`src/hw/rtl/tgc_pkg.sv`:
```
// Shared types, widths and codes for the touch gesture classifier.
`default_nettype none

package tgc_pkg;

   localparam int ACTION_W    = 3;
   localparam int POS_W       = 12;
   localparam int GESTURE_W   = 3;
   localparam int THRESH_W    = 12;
   localparam int WINDOW_W    = 16;
   localparam int CSR_INDEX_W = 2;
   localparam int CSR_DATA_W  = 16;

   // input word actions
   localparam logic [ACTION_W-1:0] ACT_POS_X = 3'd0;
   localparam logic [ACTION_W-1:0] ACT_POS_Y = 3'd1;
   localparam logic [ACTION_W-1:0] ACT_DOWN  = 3'd2;
   localparam logic [ACTION_W-1:0] ACT_UP    = 3'd3;
   localparam logic [ACTION_W-1:0] ACT_TICK  = 3'd4;

   // result word gestures
   localparam logic [GESTURE_W-1:0] GEST_NONE       = 3'd0;
   localparam logic [GESTURE_W-1:0] GEST_SWIPE_DOWN = 3'd1;
   localparam logic [GESTURE_W-1:0] GEST_SWIPE_UP   = 3'd2;
   localparam logic [GESTURE_W-1:0] GEST_TAP        = 3'd3;
   localparam logic [GESTURE_W-1:0] GEST_DOUBLE_TAP = 3'd4;

   // register indexes
   localparam logic [CSR_INDEX_W-1:0] CSR_SWIPE_THRESHOLD   = 2'd0;
   localparam logic [CSR_INDEX_W-1:0] CSR_TAP_THRESHOLD     = 2'd1;
   localparam logic [CSR_INDEX_W-1:0] CSR_DOUBLE_TAP_WINDOW = 2'd2;

   localparam logic [THRESH_W-1:0] SWIPE_THRESHOLD_RST   = 12'd30;
   localparam logic [THRESH_W-1:0] TAP_THRESHOLD_RST     = 12'd30;
   localparam logic [WINDOW_W-1:0] DOUBLE_TAP_WINDOW_RST = 16'd400;

   typedef struct packed {
      logic [THRESH_W-1:0] swipe_threshold;
      logic [THRESH_W-1:0] tap_threshold;
      logic [WINDOW_W-1:0] double_tap_window;
   } tgc_cfg_type;

   typedef struct packed {
      logic [GESTURE_W-1:0] gesture;
      logic [POS_W-1:0]     where_x;
      logic [POS_W-1:0]     where_y;
   } tgc_result_type;

endpackage

`default_nettype wire

```
`src/hw/rtl/tgc_engine.sv`:
```
// Gesture state registers and single-pass classify logic.
`default_nettype none

module tgc_engine
   import tgc_pkg::*;
(
   input  logic                clock,
   input  logic                reset,
   input  logic                step,
   input  logic [ACTION_W-1:0] action,
   input  logic [POS_W-1:0]    position,
   input  tgc_cfg_type         cfg,
   output tgc_result_type      result
);

   logic [POS_W-1:0]    cur_x_ff, cur_x_in;
   logic                cur_x_valid_ff, cur_x_valid_in;
   logic [POS_W-1:0]    cur_y_ff, cur_y_in;
   logic                cur_y_valid_ff, cur_y_valid_in;
   logic [POS_W-1:0]    start_x_ff, start_x_in;
   logic [POS_W-1:0]    start_y_ff, start_y_in;
   logic                start_valid_ff, start_valid_in;
   logic                touching_ff, touching_in;
   logic                last_tap_valid_ff, last_tap_valid_in;
   logic [WINDOW_W-1:0] since_ff, since_in;

   logic [POS_W-1:0] dx;
   logic [POS_W-1:0] dy;
   logic             in_window;

   assign dx = (cur_x_ff > start_x_ff) ? cur_x_ff - start_x_ff : start_x_ff - cur_x_ff;
   assign dy = (cur_y_ff > start_y_ff) ? cur_y_ff - start_y_ff : start_y_ff - cur_y_ff;
   assign in_window = since_ff < cfg.double_tap_window;

   always_comb begin
      cur_x_in          = cur_x_ff;
      cur_x_valid_in    = cur_x_valid_ff;
      cur_y_in          = cur_y_ff;
      cur_y_valid_in    = cur_y_valid_ff;
      start_x_in        = start_x_ff;
      start_y_in        = start_y_ff;
      start_valid_in    = start_valid_ff;
      touching_in       = touching_ff;
      last_tap_valid_in = last_tap_valid_ff;
      since_in          = since_ff;
      result            = '0;

      unique case (action)
         ACT_POS_X: begin
            cur_x_in       = position;
            cur_x_valid_in = 1'b1;
            // start point fixed the first time both coordinates are known
            if (touching_ff && !start_valid_ff && cur_y_valid_ff) begin
               start_x_in     = position;
               start_y_in     = cur_y_ff;
               start_valid_in = 1'b1;
            end
         end
         ACT_POS_Y: begin
            cur_y_in       = position;
            cur_y_valid_in = 1'b1;
            if (touching_ff && !start_valid_ff && cur_x_valid_ff) begin
               start_x_in     = cur_x_ff;
               start_y_in     = position;
               start_valid_in = 1'b1;
            end
         end
         ACT_DOWN: begin
            touching_in    = 1'b1;
            start_valid_in = 1'b0;
         end
         ACT_UP: begin
            if (touching_ff) begin
               touching_in = 1'b0;
               if (cur_x_valid_ff && cur_y_valid_ff && start_valid_ff) begin
                  if (dy > cfg.swipe_threshold) begin
                     result.gesture = (cur_y_ff > start_y_ff) ? GEST_SWIPE_DOWN
                                                                : GEST_SWIPE_UP;
                     last_tap_valid_in = 1'b0;
                  end else if (dx < cfg.tap_threshold && dy < cfg.tap_threshold) begin
                     result.where_x = cur_x_ff;
                     result.where_y = cur_y_ff;
                     if (last_tap_valid_ff && in_window) begin
                        result.gesture    = GEST_DOUBLE_TAP;
                        last_tap_valid_in = 1'b0;
                     end else begin
                        result.gesture    = GEST_TAP;
                        last_tap_valid_in = 1'b1;
                        since_in          = '0;
                     end
                  end
               end
               cur_x_valid_in = 1'b0;
               cur_y_valid_in = 1'b0;
               start_valid_in = 1'b0;
            end
         end
         ACT_TICK: begin
            // saturates at the window; cannot wrap since since_ff < window
            if (in_window) begin
               since_in = since_ff + WINDOW_W'(1);
            end
         end
         default: begin
         end
      endcase
   end

   always_ff @(posedge clock) begin
      if (reset) begin
         cur_x_ff          <= '0;
         cur_x_valid_ff    <= 1'b0;
         cur_y_ff          <= '0;
         cur_y_valid_ff    <= 1'b0;
         start_x_ff        <= '0;
         start_y_ff        <= '0;
         start_valid_ff    <= 1'b0;
         touching_ff       <= 1'b0;
         last_tap_valid_ff <= 1'b0;
         since_ff          <= '0;
      end else if (step) begin
         cur_x_ff          <= cur_x_in;
         cur_x_valid_ff    <= cur_x_valid_in;
         cur_y_ff          <= cur_y_in;
         cur_y_valid_ff    <= cur_y_valid_in;
         start_x_ff        <= start_x_in;
         start_y_ff        <= start_y_in;
         start_valid_ff    <= start_valid_in;
         touching_ff       <= touching_in;
         last_tap_valid_ff <= last_tap_valid_in;
         since_ff          <= since_in;
      end
   end

endmodule

`default_nettype wire

```
`config.mk`:
```
export PLATFORM = sky130hd
export DESIGN_NAME = tgc_engine
export DESIGN_NICKNAME = d
export VERILOG_FILES = /design/src/hw/rtl/tgc_pkg.sv /design/src/hw/rtl/tgc_engine.sv
export SDC_FILE = /design/constraint.sdc
export NUM_CORES = 1
export LEC_CHECK = 0
export BUFFER_PORTS_ARGS = -buffer_cell sky130_fd_sc_hd__buf_2
export CAP_MARGIN = 10
export CORE_ASPECT_RATIO = 0.8
export CORE_MARGIN = 3
export CORE_UTILIZATION = 54
export DETAILED_ROUTE_END_ITERATION = 10
export HOLD_SLACK_MARGIN = 0.06
export PLACE_DENSITY = 0.78
export SYNTH_ARGS = -nofsm -noshare
export SYNTH_HDL_FRONTEND = slang
export SYNTH_SLANG_ARGS = --single-unit
```
`constraint.sdc`:
```
create_clock -name clock -period 4.8 [get_ports clock]
set_input_delay 0.72 -clock clock [delete_from_list [all_inputs] [get_ports clock]]
set_output_delay 0.72 -clock clock [all_outputs]
set_load 0.01 [all_outputs]
```
==> flow_summary_export.csv, run 1 <==
group,metric,value,unit
setup_path,critPathKind,"reg -> out",
setup_path,crit_path_end_kind,"output pin",
synth,synth_flop_cell,"dfxtp_1",
floorplan,initial_core_util,0.556,
synth,synthTopCellsByArea,"dfxtp_1 20%, ha_1 18%, a21oi_1 6.4%",
routing,drt_iter0_markers,665,
routing,drc,0,
layout,register_area,0.00139,mm2
status,status,"finished with violations",
power_and_ir_drop,powerDensity,199,mW/mm2
clocking,path_clk_slew,60,ps
synth,synth_async_sr_flop_share,0,
layout,synthToLayoutAreaGrowth,41.3,%
global_route,antenna_found_initial,0,
global_route,grt_max_degree,71,
sta,setup_violations,43,
sta,clock_skew,8.67,ps
layout,multi_input_area,0.00535,mm2
sta,layout_setup_ws,-727,ps
sta,slew_violations,0,
routing,wl,22700,um
setup_path,required,4080,ps
sta,fin_crit_sh,1.15,
floorplan,die_y,107,um
global_route,grt_pass1_vias,6898,
power_and_ir_drop,p_total,1.92,mW
layout,nFillCells,847,
layout,final_cell_mix,"171 x buf_4, 102 x inv_1, 102 x nand2_1, 89 x ha_1, 79 x a21oi_1",
floorplan,row_count,36,
global_route,grt_pass1_wl,34100,um
routing,first_pass_iters,5,
clocking,cts-buffers-inserted,9,
synth,synth_compound_gate_area_share,0.243,
sta,fmax,0.181,GHz
floorplan,die_area,0.0141,mm2
routing,drtAntennaViolNets,0,
clocking,cts_tree,"done",
layout,layout_commonest_cell,"buf_4",
clocking,clock_latency,340,ps
synth,yosysTopAreaCell,"dfxtp_1",
synth,syn-num-nets,1081,
sta,rsz0062_at_grt,"yes",
synth,netlist_instances,923,
floorplan,io_pins,85,
layout,nNetsFinal,1313,
synth,ys_ff_latch,69,
floorplan,coreArea,0.0123,mm2
setup_path,startpoint_type,"register",
sta,period_needed,5530,ps
hold_path,hold_class,"reg -> reg",
sta,finalHoldViolCount,0,
setup_path,cp_max_fo,6,
routing,via_count,7653,
place,place_hpwl,16100,um
synth,synth_adder_area_share,0.187,
global_route,track_usage,0.294,
synth,ys_warn_count,0,
synth,synth_edf_count,0,
clocking,clock_path_buffers,2,
routing,vias_per_cell,5.75,
place,numPortBuffers,84,
layout,stdcell_count,1332,
synth,synth_top_family_by_area,"compound AO/OA/AOI/OAI gates",
place,placedCellCount,1285,
synth,synthMuxAreaShare,0.0454,
sta,slew_headroom,0.451,
global_route,grt_remaining_overflow,0,
synth,seq_area_frac_synth,0.202,
layout,drive_gt1_frac,0.335,
status,violations,"setup timing",
sta,finalSetupTns,-20730,ps
routing,wl_per_cell,17.0,um
synth,synthXorXnorAreaFrac,0.0205,
place,gp_congestion,0.945,
setup_path,crit_arrival,4810,ps
sta,worst_pin_slew,817,ps
clocking,cts.sinks,69,
synth,yosys.area.top_type_share,0.202,
synth,ys_types,63,
floorplan,die_w,132,um
synth,mappedNetlistArea,0.00684,mm2
clocking,htreeDepth,3,
synth,avgSynthCellArea,7.41,um2
synth,synth-simple-area-share,0.215,
sta,worst_hold_slack,482,ps
power_and_ir_drop,cellLeakagePower,4.26,nW
clocking,clockRootBuffer,"clkbuf_16",
job,cap_violations,0,
power_and_ir_drop,ir_worst_vdd,0.200,mV
## cell usage after synthesis (5+ instances only)
master / n
a211oi_1: 38
a21o_1: 13
a21oi_1: 88
a221oi_1: 9
a31oi_1: 9
and2_1: 30
and3_1: 9
and4_1: 8
buf_2: 11
clkbuf_1: 30
dfxtp_1: 69
ha_1: 96
inv_1: 106
mux2_2: 8
mux2i_1: 22
nand2_1: 103
nand2b_1: 9
nand3_1: 16
nand4_1: 12
nor2_1: 72
nor2b_1: 5
nor3_1: 16
nor4_1: 10
o211ai_1: 9
o21a_1: 11
o21ai_0: 32
o21ai_1: 5
xnor2_1: 8
xor2_1: 8
## cell type report
type | instances | share of cell area
diodes | 1 | 0.000259
clock buffers | 9 | 0.0233
clock inverters | 7 | 0.00609
inverters | 106 | 0.0412
multi-input cells | 703 | 0.553
flip-flops and latches | 69 | 0.144
well taps | 171 | 0.0221
repair buffers | 266 | 0.210
## through the flow
stage | area (um2) | setup slack, ps | util
2_1_floorplan | 6930 | -50.0 | -
3_3_place_gp | 8520 | -280 | 0.693
3_5_place_dp | 8520 | -392 | 0.693
4_1_cts | 9200 | -591 | 0.748
5_1_grt | 9660 | -882 | 0.786
6_report | 9660 | -727 | 0.786
## repair_timing
action                                 4_1_cts  5_1_grt
resized for setup                           43       87
setup endpoints to repair                   43       43
pin swaps                                   21       56
gates cloned                                 0        3
hold buffers                                 0        0
buffers inserted                            26        4
endpoints found under the hold margin        0        0
## worst max-delay path, stage by stage, from the launching register on
cell	delay [ps]
dfxtp_1	400
inv_1	80
ha_1	350
o21ai_0	110
o21bai_1	280
a31oi_2	180
buf_4	190
nor4b_4	290
a21oi_2	100
a2111oi_4	330
and4b_1	260
buf_6	130
ha_4	260
nand2_1	90
a2111oi_4	360
nand4b_1	170
buf_4	140
buf_6	100
nor4_4	40
buf_6	170
clkbuf_16	170
and2_4	140
buf_6	110
## cell families after synthesis
group	after synthesis
AOI/OAI and AO/OA	253
xor gates and xnor gates	16
adders and majority gates	100
buffers and inverters	151
DFF	69
muxes	30
and+or+nand+nor	304
## flip-flops by register name, summed over array words and instances, names as in the netlist
name / count
since_ff: 16
start_x_ff: 12
start_valid_ff: 1
touching_ff: 1
last_tap_valid_ff: 1
cur_y_ff: 12
cur_y_valid_ff: 1
start_y_ff: 12
cur_x_valid_ff: 1
cur_x_ff: 12
## report_power, final
| group | total (mW) | leakage, nW | internal, mW | switching, mW |
|---|---|---|---|---|
| clock | 0.629 | 0.127 | 0.356 | 0.273 |
| combinational | 0.705 | 3.57 | 0.343 | 0.363 |
| sequential | 0.584 | 0.560 | 0.579 | 0.00533 |
## routing by layer
metal	GRT usage	part of all wire
met1	0.414	0.46
met4	0.0787	0.020
met3	0.0507	0.074
met2	0.468	0.45
met5	0	0
## path summary, 6_finish.rpt
kind             startpoint             end  slack (ps)  depth (start not counted)
max             cur_y_ff[6]       result[4]        -730                         22
min          cur_y_valid_ff  cur_y_valid_ff         480                          2
max reg2reg     cur_y_ff[6]     since_ff[9]        -130                         22
min reg2reg  cur_y_valid_ff  cur_y_valid_ff         480                          2
(Power assumes the default switching activity.)
==> run 2: changes to the inputs <==
- GPL_TIMING_DRIVEN: default -> 0
==> run 2 against run 1 <==
Effect of this change: design area decreased by 7.5%; setup slack got worse by 17 ps; the flow still finishes with violations (setup timing); combinational power decreased by 7.0%; maximum frequency fell by 0.31%; core utilization down 5.9 points; clock-buffer cell count grew 1; worst hold slack improved by 0.96 ps; non-clock buffer count decreased by 93.
==> flow_summary_export.csv, run 2 (synthesized netlist as in run 1, its figures left out) <==
group,metric,value,unit
routing,drc,0,
hold_path,min_from,"cur_y_valid_ff",
clocking,htreeDepth,3,
global_route,grt_max_degree,12,
layout,synthToLayoutAreaGrowth,30.6,%
clocking,cts.sinks,69,
setup_path,required,4080,ps
clocking,cts_tree,"done",
floorplan,coreArea,0.0123,mm2
setup_path,rrSetupSlack,-230,ps
status,violations,"setup timing",
setup_path,r2r_start,"cur_y_ff[0]",
status,status,"finished with violations",
global_route,track_usage,0.300,
setup_path,crit_path_end_kind,"output pin",
routing,wl,21400,um
power_and_ir_drop,p_seq_frac,0.323,
power_and_ir_drop,p_total,1.82,mW
hold_path,hold_class,"reg -> reg",
setup_path,critical_path.slowest_cell,"fa_2",
clocking,clockRootBuffer,"clkbuf_16",
sta,layout_setup_ws,-745,ps
clocking,cts_hold_buf,0,
setup_path,crit_arrival,4820,ps
floorplan,die_y,107,um
floorplan,die_area,0.0141,mm2
layout,antennaDiodeCount,0,
setup_path,worstPathCellList,"inv_2 > ha_4 > inv_2 > fa_2 > a211oi_4 > o21ai_4 > a31o_4 > nand2_4 > mux2_4 > a2111oi_4 > and4b_2 > ha_4 > nand4_1 > o31ai_4 > a21oi_4 > nor4_4 > buf_6 > buf_8 > and2_4 > buf_6",
floorplan,initial_core_util,0.556,
setup_path,cp_max_fo,5,
layout,largest_register,"since_ff",
layout,nNetsFinal,1220,
place,dpl_worst_slack,-970,ps
place,gp_congestion,0.934,
power_and_ir_drop,cellLeakagePower,3.75,nW
layout,utilization,0.726,
sta,fmax,0.180,GHz
setup_path,slowest_delay,380,ps
place,place_hpwl,15400,um
job,cap_violations,0,
clocking,clock_path_buffers,2,
clocking,path_clk_slew,50,ps
layout,fin_area,0.00893,mm2
floorplan,die_w,132,um
routing,first_pass_iters,7,
routing,via_count,7249,
routing,vias_per_cell,5.86,
sta,clock_skew,5.73,ps
sta,worst_hold_slack,483,ps
sta,fin_crit_sh,1.16,
clocking,cts-buffers-inserted,9,
place,numPortBuffers,82,
sta,finalHoldViolCount,0,
layout,drive_gt1_frac,0.273,
global_route,grt_pass1_wl,34700,um
place,placedCellCount,1176,
power_and_ir_drop,switchingPower,595,uW
power_and_ir_drop,powerDensity,204,mW/mm2
setup_path,regToRegEndpoint,"since_ff[10]",
floorplan,io_pins,85,
global_route,grt_pass1_vias,6750,
sta,slew_headroom,0.595,
sta,period_needed,5540,ps
setup_path,startpoint_type,"register",
setup_path,critPathKind,"reg -> out",
setup_path,reg2reg_depth,20,
sta,rsz0062_at_grt,"yes",
global_route,grt_remaining_overflow,0,
layout,final_cell_mix,"102 x inv_1, 102 x nand2_1, 85 x ha_1, 80 x a21oi_1, 69 x nor2_1",
routing,wl_per_cell,17.3,um
setup_path,crit_family,"compound AO/OA/AOI/OAI gates",
power_and_ir_drop,p_int,1.23,mW
sta,slew_violations,0,
sta,finalSetupTns,-22780,ps
global_route,antenna_found_initial,0,
sta,setup_violations,43,
setup_path,path_buf_inv,5,
sta,worst_pin_slew,608,ps
routing,drt_iter0_markers,654,
layout,nFillCells,958,
layout,stdcell_count,1237,
routing,drtAntennaViolNets,0,
place,postPlaceCellArea,0.00755,mm2
floorplan,row_count,36,
layout,largest_reg_flops,16,
hold_path,hold_depth,2,
power_and_ir_drop,p_clk_frac,0.317,
power_and_ir_drop,pwr-share-comb,0.360,
hold_path,holdPathEnd,"cur_y_valid_ff",
power_and_ir_drop,ir_worst_vdd,0.258,mV
clocking,clock_latency,330,ps
power_and_ir_drop,swShare,0.327,
==> run 2: cell types whose count changed in the layout (fill, tap and decap cells not counted), moves of 4 or more <==
cell / delta
dfxtp_2: +8
clkbuf_1: +24
buf_4: -126
clkinvlp_4: -4
buf_6: +4
clkinv_2: +4
dfxtp_1: -10
ha_1: -4
==> run 2: final cells by class <==
| class | instances | area [um2] | area share |
|---|---|---|---|
| Timing Repair Buffer | 132 | 1000 | 0.112 |
| Multi-Input combinational cell | 703 | 5410 | 0.605 |
| Clock buffer | 10 | 229 | 0.0256 |
| Sequential cell | 69 | 1410 | 0.157 |
| Buffer | 41 | 243 | 0.0272 |
| Inverter | 106 | 403 | 0.0451 |
| Tap cell | 171 | 214 | 0.0239 |
| Clock inverter | 5 | 28.8 | 0.00322 |
==> run 2: how the worst max path moves through the flow <==
stage,startpoint,to,depth (start not counted)
global route,cur_y_ff[0],result[14],27
global placement,cur_x_ff[0],result[16],21
finish,cur_y_ff[0],result[10],20
CTS,cur_x_ff[0],result[25],21
detailed placement,cur_x_ff[0],result[14],21
floorplan,cur_y_ff[0],result[24],18
==> run 2: power groups by stage <==
| stage | logic, mW | clock network, mW | registers [mW] |
|---|---|---|---|
| 2_1_floorplan | 0.338 | 0 | 0.597 |
| 6_report | 0.656 | 0.577 | 0.587 |
| 3_5_place_dp | 0.462 | 0 | 0.600 |
| 4_1_cts | 0.607 | 0.581 | 0.587 |
| 5_1_grt | 0.706 | 0.612 | 0.588 |
| 3_3_place_gp | 0.455 | 0 | 0.599 |
==> run 2: timing repair <==
item                       CTS  global route
gates resized for setup    151            32
setup buffers               44             5
gates cloned                 3             0
pin swaps                   53            20
setup endpoints to repair   43            43
==> run 2: tightest hold or removal path, delay by kind of cell (launching register included) <==
| family | cells | cell delay, ps |
|---|---|---|
| flops | 1 | 320 |
| simple gates | 1 | 60 |
| compound gates | 1 | 60 |
==> run 2: layer usage <==
layer / track usage / up-vias / wire length, um
li1: - / 3542 / -
met1: 0.414 / 3312 / 9600
met2: 0.481 / 347 / 9360
met3: 0.0530 / 48 / 1730
met4: 0.0907 / 0 / 656
met5: 0 / - / 0
==> run 3: changes to the inputs <==
- SKIP_CTS_REPAIR_TIMING: default -> 1
==> run 3 against run 2 <==
Effect of this change: largest power group is now sequential cells; clock skew hardly changed; largest cell class unchanged; register-to-register slack worse by 130 ps; sequential share of layout area is 0.89 points higher; non-clock buffer count is 26 lower; the flow still finishes with violations (setup timing); design area is 5.6% lower; final cell count is 2.1% lower.
==> flow_summary_export.csv, run 3 (synthesized netlist as in run 1, its figures left out) <==
group,metric,value,unit
sta,worst_pin_slew,624,ps
sta,layout_setup_ws,-849,ps
hold_path,min_from,"cur_y_ff[3]",
global_route,grt_remaining_overflow,0,
setup_path,required,4080,ps
sta,rsz0062_at_grt,"yes",
routing,first_pass_iters,5,
layout,nFillCells,1030,
sta,fmax,0.177,GHz
sta,clock_skew,5.79,ps
layout,multi_input_area,0.00521,mm2
setup_path,cp_max_fo,10,
job,cap_violations,0,
sta,setup_violations,43,
sta,finalHoldViolCount,0,
layout,largest_reg_flops,16,
layout,final_cell_mix,"102 x inv_1, 102 x nand2_1, 90 x ha_1, 84 x a21oi_1, 71 x nor2_1",
hold_path,holdPathEnd,"cur_y_ff[3]",
sta,slew_violations,0,
global_route,antenna_found_initial,0,
place,place_hpwl,15400,um
status,violations,"setup timing",
sta,period_needed,5650,ps
floorplan,io_pins,85,
global_route,track_usage,0.269,
clocking,clockRootBuffer,"clkbuf_16",
setup_path,critPathKind,"reg -> out",
clocking,clock_latency,330,ps
layout,antennaDiodeCount,0,
clocking,clock_path_buffers,2,
floorplan,initial_core_util,0.556,
global_route,grt_pass1_vias,6171,
floorplan,die_w,132,um
layout,synthToLayoutAreaGrowth,23.3,%
global_route,grt_pass1_wl,31500,um
clocking,cts-buffers-inserted,9,
floorplan,die_y,107,um
routing,drc,0,
status,status,"finished with violations",
power_and_ir_drop,cellLeakagePower,3.56,nW
clocking,cts.sinks,69,
hold_path,hold_class,"reg -> reg",
setup_path,rrSetupSlack,-360,ps
sta,fin_crit_sh,1.18,
routing,wl,20000,um
power_and_ir_drop,powerDensity,204,mW/mm2
layout,largest_register,"since_ff",
layout,utilization,0.686,
setup_path,regToRegEndpoint,"since_ff[10]",
setup_path,crit_path_end_kind,"output pin",
layout,drive_gt1_frac,0.228,
place,numPortBuffers,82,
floorplan,die_area,0.0141,mm2
floorplan,row_count,36,
routing,drtAntennaViolNets,0,
routing,wl_per_cell,16.5,um
layout,nNetsFinal,1194,
floorplan,coreArea,0.0123,mm2
layout,register_area,0.00140,mm2
sta,slew_headroom,0.580,
clocking,cts_tree,"done",
clocking,path_clk_slew,50,ps
routing,vias_per_cell,5.90,
routing,drt_iter0_markers,615,
global_route,grt_max_degree,12,
place,gp_congestion,0.934,
hold_path,hold_depth,2,
setup_path,startpoint_type,"register",
sta,worst_hold_slack,484,ps
setup_path,crit_arrival,4930,ps
setup_path,r2r_start,"cur_y_ff[5]",
routing,via_count,7139,
setup_path,reg2reg_depth,19,
power_and_ir_drop,ir_worst_vdd,0.258,mV
clocking,htreeDepth,3,
[run 3: changes by cell type in the layout (fill, tap and decap cells not counted), moves of 5 or more]
cell / change
and2_1: +5
and2_4: -5
buf_2: +5
buf_4: -22
buf_6: -9
clkbuf_4: +5
ha_1: +5
[run 3: layout make-up]
type	count	area share
plain buffers	41	0.0260
clock buffers	10	0.0272
clock inverters	5	0.00341
inverters	106	0.0475
multi-input cells	703	0.617
flip-flops and latches	69	0.166
well taps	171	0.0254
repair buffers	106	0.0869
[run 3: power breakdown]
part           internal (mW)  switching, mW  leakage [nW]  total, mW
Clock                  0.343          0.235         0.132      0.579
Combinational          0.238          0.316          2.87      0.554
Sequential             0.579        0.00865         0.564      0.587
Total                   1.16          0.560          3.56       1.72
[run 3: worst max-delay path, stage by stage (launching register included)]
cell	delay [ps]
dfxtp_1	430
inv_1	100
ha_1	390
clkbuf_2	260
o21a_1	150
nor2_1	50
a2111oi_0	510
o21ai_0	200
a31o_2	300
xnor2_2	220
ha_1	310
a21oi_2	180
o21ai_2	90
a2111oi_4	370
a21oi_4	150
nor4_4	320
buf_6	180
buf_6	130
and2_4	150
buf_6	90
[run 3: routing by layer]
| metal | up-vias | share of wire | track usage |
|---|---|---|---|
| li1 | 3486 | - | - |
| met1 | 3271 | 0.46 | 0.387 |
| met2 | 349 | 0.43 | 0.424 |
| met3 | 33 | 0.093 | 0.0502 |
| met4 | 0 | 0.020 | 0.0517 |
| met5 | - | 0 | 0 |
[run 3: worst max-delay path by stage]
stage                      from         end  slack (ps)  cells after the start
floorplan           cur_y_ff[0]  result[24]         -50                     18
finish              cur_y_ff[5]  result[14]        -850                     19
global placement    cur_x_ff[0]  result[16]        -920                     21
global route        cur_y_ff[0]  result[14]        -970                     22
detailed placement  cur_x_ff[0]  result[14]        -970                     21
CTS                 cur_x_ff[0]  result[14]       -1320                     21
[run 3: metrics by stage]
step | TNS, ps | setup slack, ps | total power [mW] | instance area [um2] | std cells
2_1_floorplan | -76.9 | -50.0 | 0.935 | 6930 | 923
3_3_place_gp | -31330 | -920 | 1.05 | 7550 | 1176
3_5_place_dp | -33730 | -970 | 1.06 | 7550 | 1176
5_1_grt | -33490 | -975 | 1.80 | 8430 | 1211
6_report | -27070 | -849 | 1.72 | 8430 | 1211
4_1_cts | -43360 | -1320 | 1.63 | 7810 | 1191
